`config.mk`:
```
export PLATFORM = sky130hd
export DESIGN_NAME = fir_full_convolution_flat
export DESIGN_NICKNAME = d
export VERILOG_FILES = /design/src/rtl/fir_pkg.sv /design/src/rtl/fir_in_if.sv /design/src/rtl/fir_out_if.sv /design/src/rtl/fir_cell.sv /design/src/rtl/fir_mac.sv /design/src/rtl/fir_full_convolution.sv /design/src/flat_wrapper.sv
export SDC_FILE = /design/constraint.sdc
export NUM_CORES = 2
export LEC_CHECK = 0
export CAP_MARGIN = 15
export CORE_ASPECT_RATIO = 1.25
export CORE_MARGIN = 2
export CORE_UTILIZATION = 50
export DETAILED_ROUTE_END_ITERATION = 6
export DONT_BUFFER_PORTS = 1
export PLACE_DENSITY = 0.73
export SYNTH_ARGS = -nofsm -noshare
export SYNTH_HDL_FRONTEND = slang
export SYNTH_SLANG_ARGS = --single-unit
```
`constraint.sdc`:
```
create_clock -name clk -period 8 [get_ports clk]
set_input_delay 1.6 -clock clk [delete_from_list [all_inputs] [get_ports clk]]
set_output_delay 1.6 -clock clk [all_outputs]
set_load 0.005 [all_outputs]
```
`src/rtl/fir_pkg.sv`:
```
// ---------------------------------------------------------------------------
// fir_pkg
// Shared widths, codes and control bundles for the FIR convolution block.
// ---------------------------------------------------------------------------
`default_nettype none

package fir_pkg;

  // Defaults for the top-level parameters
  localparam int MAX_TAPS_DEF     = 64;
  localparam int SAMPLE_WIDTH_DEF = 16;

  // Fixed field widths
  localparam int ACC_W       = 48;
  localparam int TAP_COUNT_W = 7;
  localparam int TAP_INDEX_W = 6;

  // Configuration port
  localparam int PADDR_W   = 3;
  localparam int PDATA_W   = 32;
  localparam int CFG_IDX_W = 1;
  localparam logic [CFG_IDX_W-1:0] REG_TAP_COUNT = 1'b0;
  localparam logic [TAP_COUNT_W-1:0] TAP_COUNT_RST = 7'd1;

  // Input operation codes
  localparam logic OP_LOAD   = 1'b0;
  localparam logic OP_SAMPLE = 1'b1;

  // Delay cell control
  typedef struct packed {
    logic shift;   // take the left neighbour, new sample at the head
    logic rotate;  // take the right neighbour, ring walk
    logic clear;   // zero the cell
  } cell_ctrl_t;

  // Multiply-accumulate control
  typedef struct packed {
    logic clear;   // start of a new output
    logic en;      // coefficient/sample pair is in use
  } mac_ctrl_t;

endpackage : fir_pkg

`default_nettype wire

```
`src/rtl/fir_in_if.sv`:
```
// ---------------------------------------------------------------------------
// fir_in_if
// Input channel: tap loads and samples, valid/ready handshake.
// ---------------------------------------------------------------------------
`default_nettype none

interface fir_in_if #(
  parameter int SAMPLE_WIDTH = fir_pkg::SAMPLE_WIDTH_DEF
) ();
  logic                               valid;
  logic                               ready;
  logic                               operation;
  logic [fir_pkg::TAP_INDEX_W-1:0]    tap_index;
  logic signed [SAMPLE_WIDTH-1:0]     value;
  logic                               last;

  modport source (output valid, operation, tap_index, value, last, input ready);
  modport sink   (input valid, operation, tap_index, value, last, output ready);
endinterface : fir_in_if

`default_nettype wire

```
`src/rtl/fir_out_if.sv`:
```
// ---------------------------------------------------------------------------
// fir_out_if
// Output channel: one convolution output per beat, valid/ready handshake.
// ---------------------------------------------------------------------------
`default_nettype none

interface fir_out_if #(
  parameter int SAMPLE_WIDTH = fir_pkg::SAMPLE_WIDTH_DEF
) ();
  logic                           valid;
  logic                           ready;
  logic signed [SAMPLE_WIDTH-1:0] sample;
  logic                           saturated;
  logic                           last_res;

  modport source (output valid, sample, saturated, last_res, input ready);
  modport sink   (input valid, sample, saturated, last_res, output ready);
endinterface : fir_out_if

`default_nettype wire

```
`src/rtl/fir_cell.sv`:
```
// ---------------------------------------------------------------------------
// fir_cell
// One delay-line cell: shifts in from the left, rotates in from the right.
// ---------------------------------------------------------------------------
`default_nettype none

module fir_cell #(
  parameter int SAMPLE_WIDTH = fir_pkg::SAMPLE_WIDTH_DEF
) (
  input  wire logic                           clk,
  input  wire logic                           rst,
  input  wire fir_pkg::cell_ctrl_t            ctrl,
  input  wire logic signed [SAMPLE_WIDTH-1:0] left_in,
  input  wire logic signed [SAMPLE_WIDTH-1:0] right_in,
  output logic signed [SAMPLE_WIDTH-1:0]      q
);
  import fir_pkg::*;

  // Delay-line starts empty and is emptied after each tail
  always_ff @(posedge clk) begin
    if (rst || ctrl.clear) begin
      q <= '0;
    end else if (ctrl.shift) begin
      q <= left_in;
    end else if (ctrl.rotate) begin
      q <= right_in;
    end
  end

endmodule : fir_cell

`default_nettype wire

```
`src/rtl/fir_mac.sv`:
```
// ---------------------------------------------------------------------------
// fir_mac
// Shared multiply-accumulate with round-half-up, shift and saturation.
// ---------------------------------------------------------------------------
`default_nettype none

module fir_mac #(
  parameter int SAMPLE_WIDTH = fir_pkg::SAMPLE_WIDTH_DEF
) (
  input  wire logic                           clk,
  input  wire logic                           rst,
  input  wire fir_pkg::mac_ctrl_t             ctrl,
  input  wire logic signed [SAMPLE_WIDTH-1:0] coef,
  input  wire logic signed [SAMPLE_WIDTH-1:0] samp,
  output logic signed [SAMPLE_WIDTH-1:0]      res_sample,
  output logic                                res_sat
);
  import fir_pkg::*;

  localparam int FRAC = SAMPLE_WIDTH - 1;
  localparam int PW   = 2 * SAMPLE_WIDTH;
  localparam int VW   = ACC_W + 1;

  localparam logic signed [VW-1:0] ROUND_C = VW'(1) <<< (FRAC - 1);
  localparam logic signed [VW-1:0] HI_C    = (VW'(1) <<< FRAC) - VW'(1);
  localparam logic signed [VW-1:0] LO_C    = -HI_C - VW'(1);

  logic signed [PW-1:0]    prod;
  logic                    prod_en;
  logic signed [ACC_W-1:0] acc;
  logic signed [VW-1:0]    rounded;
  logic signed [VW-1:0]    shifted;

  // Product register, then accumulate modulo 2^48
  always_ff @(posedge clk) begin
    prod <= coef * samp;
    if (rst) begin
      prod_en <= 1'b0;
    end else begin
      prod_en <= ctrl.en;
    end
    if (rst || ctrl.clear) begin
      acc <= '0;
    end else if (prod_en) begin
      acc <= acc + ACC_W'(prod);
    end
  end

  // Round half up, floor shift, clip to the sample range
  always_comb begin
    rounded = VW'(acc) + ROUND_C;
    shifted = rounded >>> FRAC;
    if (shifted > HI_C) begin
      res_sample = HI_C[SAMPLE_WIDTH-1:0];
      res_sat    = 1'b1;
    end else if (shifted < LO_C) begin
      res_sample = LO_C[SAMPLE_WIDTH-1:0];
      res_sat    = 1'b1;
    end else begin
      res_sample = shifted[SAMPLE_WIDTH-1:0];
      res_sat    = 1'b0;
    end
  end

endmodule : fir_mac

`default_nettype wire

```
`src/rtl/fir_full_convolution.sv`:
```
// ---------------------------------------------------------------------------
// fir_full_convolution
// Full linear convolution of a sample stream with a loaded impulse response.
// ---------------------------------------------------------------------------
// The delay line is a ring of MAX_TAPS cells. For a sample, its beat shifts
// it in, the ring then walks once past the single multiply-accumulate unit
// (coefficients come from a MAX_TAPS-entry memory, one read a cycle), the
// multiplier and accumulator pipeline drains, and the output register is
// loaded. A sample marked last is followed by n_use - 1 tail outputs, one
// fewer than the taps in use, after which the delay line is zeroed. The
// input is taken only when the block is idle; a finished result waits in
// the output register without holding up the next input beat.
`default_nettype none

module fir_full_convolution #(
  parameter int MAX_TAPS     = fir_pkg::MAX_TAPS_DEF,
  parameter int SAMPLE_WIDTH = fir_pkg::SAMPLE_WIDTH_DEF
) (
  input  wire logic                            clk,
  input  wire logic                            rst,
  fir_in_if.sink                               in_ch,
  fir_out_if.source                            out_ch,
  input  wire logic                            psel,
  input  wire logic                            penable,
  input  wire logic                            pwrite,
  input  wire logic [fir_pkg::PADDR_W-1:0]     paddr,
  input  wire logic [fir_pkg::PDATA_W-1:0]     pwdata,
  output logic [fir_pkg::PDATA_W-1:0]          prdata,
  output logic                                 pready
);
  import fir_pkg::*;

  localparam int IDX_W = (MAX_TAPS > 1) ? $clog2(MAX_TAPS) : 1;
  localparam logic [IDX_W-1:0]       LAST_STEP = IDX_W'(MAX_TAPS - 1);
  localparam logic [TAP_COUNT_W-1:0] MAX_N     = TAP_COUNT_W'(MAX_TAPS);

  typedef enum logic [1:0] {S_IDLE, S_RUN, S_DRAIN, S_OUT} state_t;

  state_t                    state;
  logic [IDX_W-1:0]          step;
  logic                      drain;
  logic [TAP_COUNT_W-1:0]    n_taps;
  logic [TAP_COUNT_W-1:0]    flush_left;
  logic                      last_sig;
  logic [TAP_COUNT_W-1:0]    tap_count;
  logic [TAP_COUNT_W-1:0]    n_use;

  logic                      in_beat;
  logic                      smp_beat;
  logic                      out_load;
  logic                      cfg_wr;

  logic signed [SAMPLE_WIDTH-1:0] coef_mem [MAX_TAPS];
  logic [MAX_TAPS-1:0]            coef_vld;
  logic signed [SAMPLE_WIDTH-1:0] coef_rd;
  logic                           coef_ok;
  logic [IDX_W-1:0]               coef_addr;
  logic [TAP_COUNT_W-1:0]         addr_full;

  logic signed [SAMPLE_WIDTH-1:0] tap_q [MAX_TAPS];
  logic signed [SAMPLE_WIDTH-1:0] head_d;
  logic signed [SAMPLE_WIDTH-1:0] shift_val;
  logic                           pair_en;
  cell_ctrl_t                     cell_ctrl;
  mac_ctrl_t                      mac_ctrl;
  logic signed [SAMPLE_WIDTH-1:0] res_sample;
  logic                           res_sat;

  logic                           out_valid;
  logic signed [SAMPLE_WIDTH-1:0] out_sample;
  logic                           out_sat;
  logic                           out_last;

  // Configuration register
  assign pready = 1'b1;
  assign cfg_wr = psel && penable && pwrite && pready;

  always_ff @(posedge clk) begin
    if (rst) begin
      tap_count <= TAP_COUNT_RST;
    end else if (cfg_wr && paddr[PADDR_W-1 -: CFG_IDX_W] == REG_TAP_COUNT) begin
      tap_count <= pwdata[TAP_COUNT_W-1:0];
    end
  end

  always_comb begin
    if (paddr[PADDR_W-1 -: CFG_IDX_W] == REG_TAP_COUNT) begin
      prdata = PDATA_W'(tap_count);
    end else begin
      prdata = '0;
    end
  end

  // Taps in use: zero counts as one, clipped to the ring length
  always_comb begin
    if (tap_count == '0) begin
      n_use = TAP_COUNT_W'(1);
    end else if (tap_count > MAX_N) begin
      n_use = MAX_N;
    end else begin
      n_use = tap_count;
    end
  end

  // Handshakes
  assign in_ch.ready = (state == S_IDLE);
  assign in_beat     = in_ch.valid && in_ch.ready;
  assign smp_beat    = in_beat && (in_ch.operation == OP_SAMPLE);
  assign out_load    = (state == S_OUT) && (!out_valid || out_ch.ready);

  // Coefficient memory; unwritten slots read as zero
  assign addr_full = n_taps - TAP_COUNT_W'(1) - TAP_COUNT_W'(step);
  assign coef_addr = addr_full[IDX_W-1:0];

  always_ff @(posedge clk) begin
    if (in_beat && in_ch.operation == OP_LOAD
        && TAP_COUNT_W'(in_ch.tap_index) < MAX_N) begin
      coef_mem[in_ch.tap_index[IDX_W-1:0]] <= in_ch.value;
    end
    coef_rd <= coef_mem[coef_addr];
  end

  always_ff @(posedge clk) begin
    if (rst) begin
      coef_vld <= '0;
      coef_ok  <= 1'b0;
    end else begin
      if (in_beat && in_ch.operation == OP_LOAD
          && TAP_COUNT_W'(in_ch.tap_index) < MAX_N) begin
        coef_vld[in_ch.tap_index[IDX_W-1:0]] <= 1'b1;
      end
      coef_ok <= coef_vld[coef_addr];
    end
  end

  // Delay-line ring control
  always_comb begin
    cell_ctrl.shift  = smp_beat || (out_load && flush_left != '0);
    cell_ctrl.rotate = (state == S_RUN);
    cell_ctrl.clear  = out_load && flush_left == '0 && last_sig;
    shift_val        = smp_beat ? in_ch.value : '0;
  end

  for (genvar k = 0; k < MAX_TAPS; k++) begin : g_cell
    logic signed [SAMPLE_WIDTH-1:0] left_d;
    if (k == 0) begin : g_head
      assign left_d = shift_val;
    end else begin : g_body
      assign left_d = tap_q[k-1];
    end
    fir_cell #(
      .SAMPLE_WIDTH (SAMPLE_WIDTH)
    ) u_cell (
      .clk      (clk),
      .rst      (rst),
      .ctrl     (cell_ctrl),
      .left_in  (left_d),
      .right_in (tap_q[(k + 1) % MAX_TAPS]),
      .q        (tap_q[k])
    );
  end

  // Head sample and pair flag line up with the coefficient read
  always_ff @(posedge clk) begin
    head_d <= tap_q[0];
    if (rst) begin
      pair_en <= 1'b0;
    end else begin
      pair_en <= (state == S_RUN) && (TAP_COUNT_W'(step) < n_taps);
    end
  end

  always_comb begin
    mac_ctrl.clear = cell_ctrl.shift;
    mac_ctrl.en    = pair_en;
  end

  fir_mac #(
    .SAMPLE_WIDTH (SAMPLE_WIDTH)
  ) u_mac (
    .clk        (clk),
    .rst        (rst),
    .ctrl       (mac_ctrl),
    .coef       (coef_ok ? coef_rd : '0),
    .samp       (head_d),
    .res_sample (res_sample),
    .res_sat    (res_sat)
  );

  // Sequencer and output register
  always_ff @(posedge clk) begin
    if (rst) begin
      state      <= S_IDLE;
      step       <= '0;
      drain      <= 1'b0;
      n_taps     <= TAP_COUNT_W'(1);
      flush_left <= '0;
      last_sig   <= 1'b0;
      out_valid  <= 1'b0;
    end else begin
      if (out_load) begin
        out_valid <= 1'b1;
      end else if (out_ch.ready) begin
        out_valid <= 1'b0;
      end
      case (state)
        S_IDLE: begin
          if (smp_beat) begin
            n_taps     <= n_use;
            flush_left <= in_ch.last ? (n_use - TAP_COUNT_W'(1)) : '0;
            last_sig   <= in_ch.last;
            step       <= '0;
            state      <= S_RUN;
          end
        end
        S_RUN: begin
          if (step == LAST_STEP) begin
            step  <= '0;
            drain <= 1'b0;
            state <= S_DRAIN;
          end else begin
            step <= step + IDX_W'(1);
          end
        end
        S_DRAIN: begin
          drain <= 1'b1;
          if (drain) begin
            state <= S_OUT;
          end
        end
        S_OUT: begin
          if (out_load) begin
            out_sample <= res_sample;
            out_sat    <= res_sat;
            out_last   <= last_sig && flush_left == '0;
            if (flush_left != '0) begin
              flush_left <= flush_left - TAP_COUNT_W'(1);
              state      <= S_RUN;
            end else begin
              last_sig <= 1'b0;
              state    <= S_IDLE;
            end
          end
        end
        default: begin
          state <= S_IDLE;
        end
      endcase
    end
  end

  assign out_ch.valid     = out_valid;
  assign out_ch.sample    = out_sample;
  assign out_ch.saturated = out_sat;
  assign out_ch.last_res  = out_last;

endmodule : fir_full_convolution

`default_nettype wire

```
`src/flat_wrapper.sv`:
```
// flat-port wrapper written by rule: the top's interface ports become plain ports
module fir_full_convolution_flat import fir_pkg::*;
#(
  parameter int MAX_TAPS     = fir_pkg::MAX_TAPS_DEF,
  parameter int SAMPLE_WIDTH = fir_pkg::SAMPLE_WIDTH_DEF
)
  (clk, rst, psel, penable, pwrite, paddr, pwdata, prdata, pready, in_ch_valid, in_ch_operation, in_ch_tap_index, in_ch_value, in_ch_last, in_ch_ready, out_ch_valid, out_ch_sample, out_ch_saturated, out_ch_last_res, out_ch_ready);
  fir_in_if #(.SAMPLE_WIDTH(SAMPLE_WIDTH)) in_ch_i ();
  fir_out_if #(.SAMPLE_WIDTH(SAMPLE_WIDTH)) out_ch_i ();
  input  wire logic clk;
  input  wire logic rst;
  input  wire logic psel;
  input  wire logic penable;
  input  wire logic pwrite;
  input  wire logic [fir_pkg::PADDR_W-1:0] paddr;
  input  wire logic [fir_pkg::PDATA_W-1:0] pwdata;
  output logic [fir_pkg::PDATA_W-1:0] prdata;
  output logic pready;
  input wire logic [$bits(in_ch_i.valid)-1:0] in_ch_valid;
  input wire logic [$bits(in_ch_i.operation)-1:0] in_ch_operation;
  input wire logic [$bits(in_ch_i.tap_index)-1:0] in_ch_tap_index;
  input wire logic [$bits(in_ch_i.value)-1:0] in_ch_value;
  input wire logic [$bits(in_ch_i.last)-1:0] in_ch_last;
  output wire logic [$bits(in_ch_i.ready)-1:0] in_ch_ready;
  output wire logic [$bits(out_ch_i.valid)-1:0] out_ch_valid;
  output wire logic [$bits(out_ch_i.sample)-1:0] out_ch_sample;
  output wire logic [$bits(out_ch_i.saturated)-1:0] out_ch_saturated;
  output wire logic [$bits(out_ch_i.last_res)-1:0] out_ch_last_res;
  input wire logic [$bits(out_ch_i.ready)-1:0] out_ch_ready;
  assign in_ch_i.valid = in_ch_valid;
  assign in_ch_i.operation = in_ch_operation;
  assign in_ch_i.tap_index = in_ch_tap_index;
  assign in_ch_i.value = in_ch_value;
  assign in_ch_i.last = in_ch_last;
  assign in_ch_ready = in_ch_i.ready;
  assign out_ch_valid = out_ch_i.valid;
  assign out_ch_sample = out_ch_i.sample;
  assign out_ch_saturated = out_ch_i.saturated;
  assign out_ch_last_res = out_ch_i.last_res;
  assign out_ch_i.ready = out_ch_ready;
  fir_full_convolution #(.MAX_TAPS(MAX_TAPS), .SAMPLE_WIDTH(SAMPLE_WIDTH)) u_core (.clk(clk), .rst(rst), .in_ch(in_ch_i), .out_ch(out_ch_i), .psel(psel), .penable(penable), .pwrite(pwrite), .paddr(paddr), .pwdata(pwdata), .prdata(prdata), .pready(pready));
endmodule
```
==> out/metrics.yaml <==
floorplanning:
  die_h_um: 515.5
  dieArea_um2: 213000
  die_w_um: 413.2
  coreArea_um2: 207800
  io_pins: 119
  start_util_pct: 50.36
  rows: 187
timing:
  finalHoldViolCount: 0
  fin_crit_sh_pct: 92.82
  period_minus_slack_ns: 7.426
  hold_slack_ns: 0.4264
  rsz0062_at_grt: "no"
  max_freq_ghz: 0.1347
  timing.slew.headroom_pct: 14.42
  setup_viol: 0
  slew_viol_final: 0
  worst_clock_skew_ns: 0.04577
  setup-tns-final_ns: 0
  worstMarginPinSlew_ns: 1.284
pwr:
  peakVddDrop_mv: 0.3178
  power.leakage_nw: 41.09
  power_density_nw_per_um2: 307.4
drt:
  wl_met2_um: 112100
  highest_layer: "met5"
  antenna_left: 0
  finalWirelength_um: 225400
  dr.pass1.iters: 6
  drc: 0
  met1Wirelength_um: 90910
  wl_per_cell_um: 20.29
  drtIter0Drc: 4689
  via_per_inst: 5.841
  vias: 64860
  dr_wl_met3_um: 14480
clocking:
  htreeDepth: 4
  clkTransAtPathRegs_ns: 0.07
  numCtsBuffers: 203
  cts_tree: "yes"
  ctsHoldBuffers: 0
  cts_sinks: 2277
  cts_setup_buffers: 0
  insertion_delay_ns: 0.86
  clock_path_buffers: 3
  post_cts_resized: 0
  cts_root_buffer: "clkbuf_16"
worst_setup_path:
  crit_path_start_kind: "flop"
  crit_type: "reg -> reg"
  cp.arrival_ns: 8.15
  crit_path_end_kind: "flop"
  cp.required_ns: 8.73
  cp_max_fo: 38
synth:
  yosysWarnings: 0
  synth_top_area_share_pct: 29.90
  synth_edf_count: 1042
  syn-instance-count: 8522
  synth_cell_types: 86
  ys_top_cells_by_area: "edfxtp_1 (30%), dfxtp_1 (24%), mux2i_1 (10%)"
  ys_seq_area_share_pct: 53.53
  synth.avg_cell_area_um2: 12.28
  synthFlopType: "dfxtp_1"
  async_flop_share_pct: 0
  syn_area_um2: 104600
  yosys_register_bits: 2277
  post-synth-top-area-cell: "edfxtp_1"
grt:
  grt_max_degree: 241
  grt_overflow_total: 0
  grtUsageTotal_pct: 21.00
  antenna_found_initial: 6
  grt_pass1_vias: 64710
  grt_pass1_wl_um: 357500
final_layout:
  final_cell_area_um2: 113700
  num-nets-final: 8662
  stdcell_count: 11110
  area_delta_synth_final_pct: 8.691
  layout-drive-gt1-share_pct: 10.25
placed_design:
  port_buffers: 0
  dpl-instance-area_um2: 106800
  gp_congestion: 0.8809
  post-place-cells: 10720
  hpwl_um: 136700
worst_hold_path:
  hold_class: "reg -> reg"
run_status:
  status: "complete, no violations"
flow_run:
  maxCapViolCount: 0
cells in the final DEF (no fill, tap or decap), types with 33 or more instances in the layout:
master / n
a21o_1: 46
fa_1: 263
clkbuf_8: 33
a21oi_1: 126
a211oi_1: 1047
ha_1: 145
dfxtp_1: 1233
nor2_1: 1281
o21ai_0: 67
nor2_2: 34
xor2_1: 38
mux2i_1: 1055
xnor2_1: 63
nand2_1: 225
nor2b_1: 43
clkbuf_16: 208
nand3_1: 46
inv_1: 321
mux4_2: 340
and3_1: 143
clkbuf_1: 44
edfxtp_1: 1042
clkinv_2: 33
buf_4: 81
per-layer routing:
metal,vias to the layer above,global-route usage (%)
li1,30620,-
met4,2,7.472
met1,32180,26.10
met3,389,4.168
met2,1677,36.22
met5,-,0
cell families (layout without fill, tap and decap cells):
logic type | after synthesis | after routing | share of synthesized area [%]
adder cells (fa/ha/maj) | 411 | 411 | 6.809
XOR/XNOR | 105 | 105 | 0.8789
multiplexers | 1395 | 1395 | 17.41
AO/OA/AOI/OAI | 1420 | 1420 | 9.850
other | 2 | 31 | 0.007178
flip-flops | 2277 | 2277 | 53.53
AND/OR/NAND/NOR | 1916 | 1916 | 7.792
buffers and inverters | 996 | 810 | 3.718
stage by stage:
| stage | util [%] | setup slack, ns | total power [W] |
|---|---|---|---|
| final | 54.74 | 0.5742 | 0.03495 |
| after CTS | 54.70 | 0.5701 | 0.03524 |
| after global routing | 54.73 | 0.2200 | 0.03664 |
| after floorplan | - | 1.516 | 0.02248 |
| after detailed placement | 51.38 | 0.6025 | 0.02517 |
| after global placement | 51.38 | 0.5924 | 0.02490 |
sequential cells by signal, indices dropped and copies added, names as in the netlist, 2 cells and up:
register and count:
u_core.flush_left 7, u_core.coef_mem 1024, u_core.u_mac.prod 32, u_core.state 2
u_core.n_taps 7, u_core.head_d 16, u_core.u_mac.acc 48, u_core.tap_count 7
u_core.coef_vld 64, u_core.coef_rd 16, u_core.step 6, u_core.g_cell.u_cell.q 1024
u_core.out_ch.sample 16
final timing paths:
| kind | startpoint | end | slack, ns | cells past startpoint |
|---|---|---|---|---|
| worst min register to register | u_core.g_cell[0].u_cell.q[1]$_SDFFE_PP0P_ | u_core.head_d[1]$_DFF_P_ | 0.43 | 0 |
| worst min-delay path | u_core.g_cell[0].u_cell.q[1]$_SDFFE_PP0P_ | u_core.head_d[1]$_DFF_P_ | 0.43 | 0 |
| worst max-delay path | u_core.coef_ok$_SDFF_PP0_ | u_core.u_mac.prod[24]$_DFF_P_ | 0.57 | 22 |
| worst max register to register | u_core.coef_ok$_SDFF_PP0_ | u_core.u_mac.prod[24]$_DFF_P_ | 0.57 | 22 |
where the power goes:
group	total [W]	switching [W]	leakage, nW	internal (W)
sequential	0.0149	0.00132	19.5	0.0136
combinational	0.0101	0.00549	18.2	0.00456
clock	0.0100	0.00436	3.39	0.00564
worst max-delay path: stages, from the launching register on:
cell,delay [ns]
dfxtp_2,0.68
and2_1,0.49
nand2_1,0.15
fa_1,0.56
fa_1,0.51
fa_1,0.51
inv_1,0.05
fa_1,0.48
fa_1,0.49
inv_1,0.05
fa_1,0.50
inv_1,0.05
ha_1,0.33
and3_1,0.22
a221oi_1,0.25
inv_1,0.12
a41oi_1,0.23
o311ai_0,0.30
a21oi_1,0.45
o21bai_1,0.14
a311oi_1,0.40
o21ai_0,0.18
xor2_1,0.16
synthesized netlist by cell type (14+ instances only):
| cell | n |
|---|---|
| a211oi_1 | 1047 |
| nor2_1 | 1316 |
| buf_4 | 28 |
| fa_1 | 264 |
| nand2b_1 | 15 |
| buf_2 | 15 |
| mux4_2 | 340 |
| dfxtp_1 | 1235 |
| nor2b_1 | 43 |
| inv_1 | 321 |
| and2_1 | 19 |
| a21oi_2 | 14 |
| a21oi_1 | 126 |
| or3_1 | 14 |
| nand4_1 | 23 |
| a21o_1 | 47 |
| mux2i_1 | 1055 |
| edfxtp_1 | 1042 |
| o21bai_1 | 15 |
| o21ba_2 | 14 |
| nand3_1 | 46 |
| nand2_1 | 225 |
| nor3_1 | 23 |
| ha_1 | 147 |
| xnor2_1 | 67 |
| buf_1 | 42 |
| xor2_1 | 38 |
| clkbuf_1 | 586 |
| and3_1 | 143 |
| o21ai_0 | 67 |
layout make-up:
cell class	count	area [um^2]
repair buffers	109	1184
multi-input cells	5273	44980
well taps	2740	3428
clock inverters	92	1060
fillers	16830	94040
flip-flops and latches	2277	56020
inverters	321	1205
clock buffers	288	5839
diodes	5	12.51
Power figures use the tool's default switching activity.
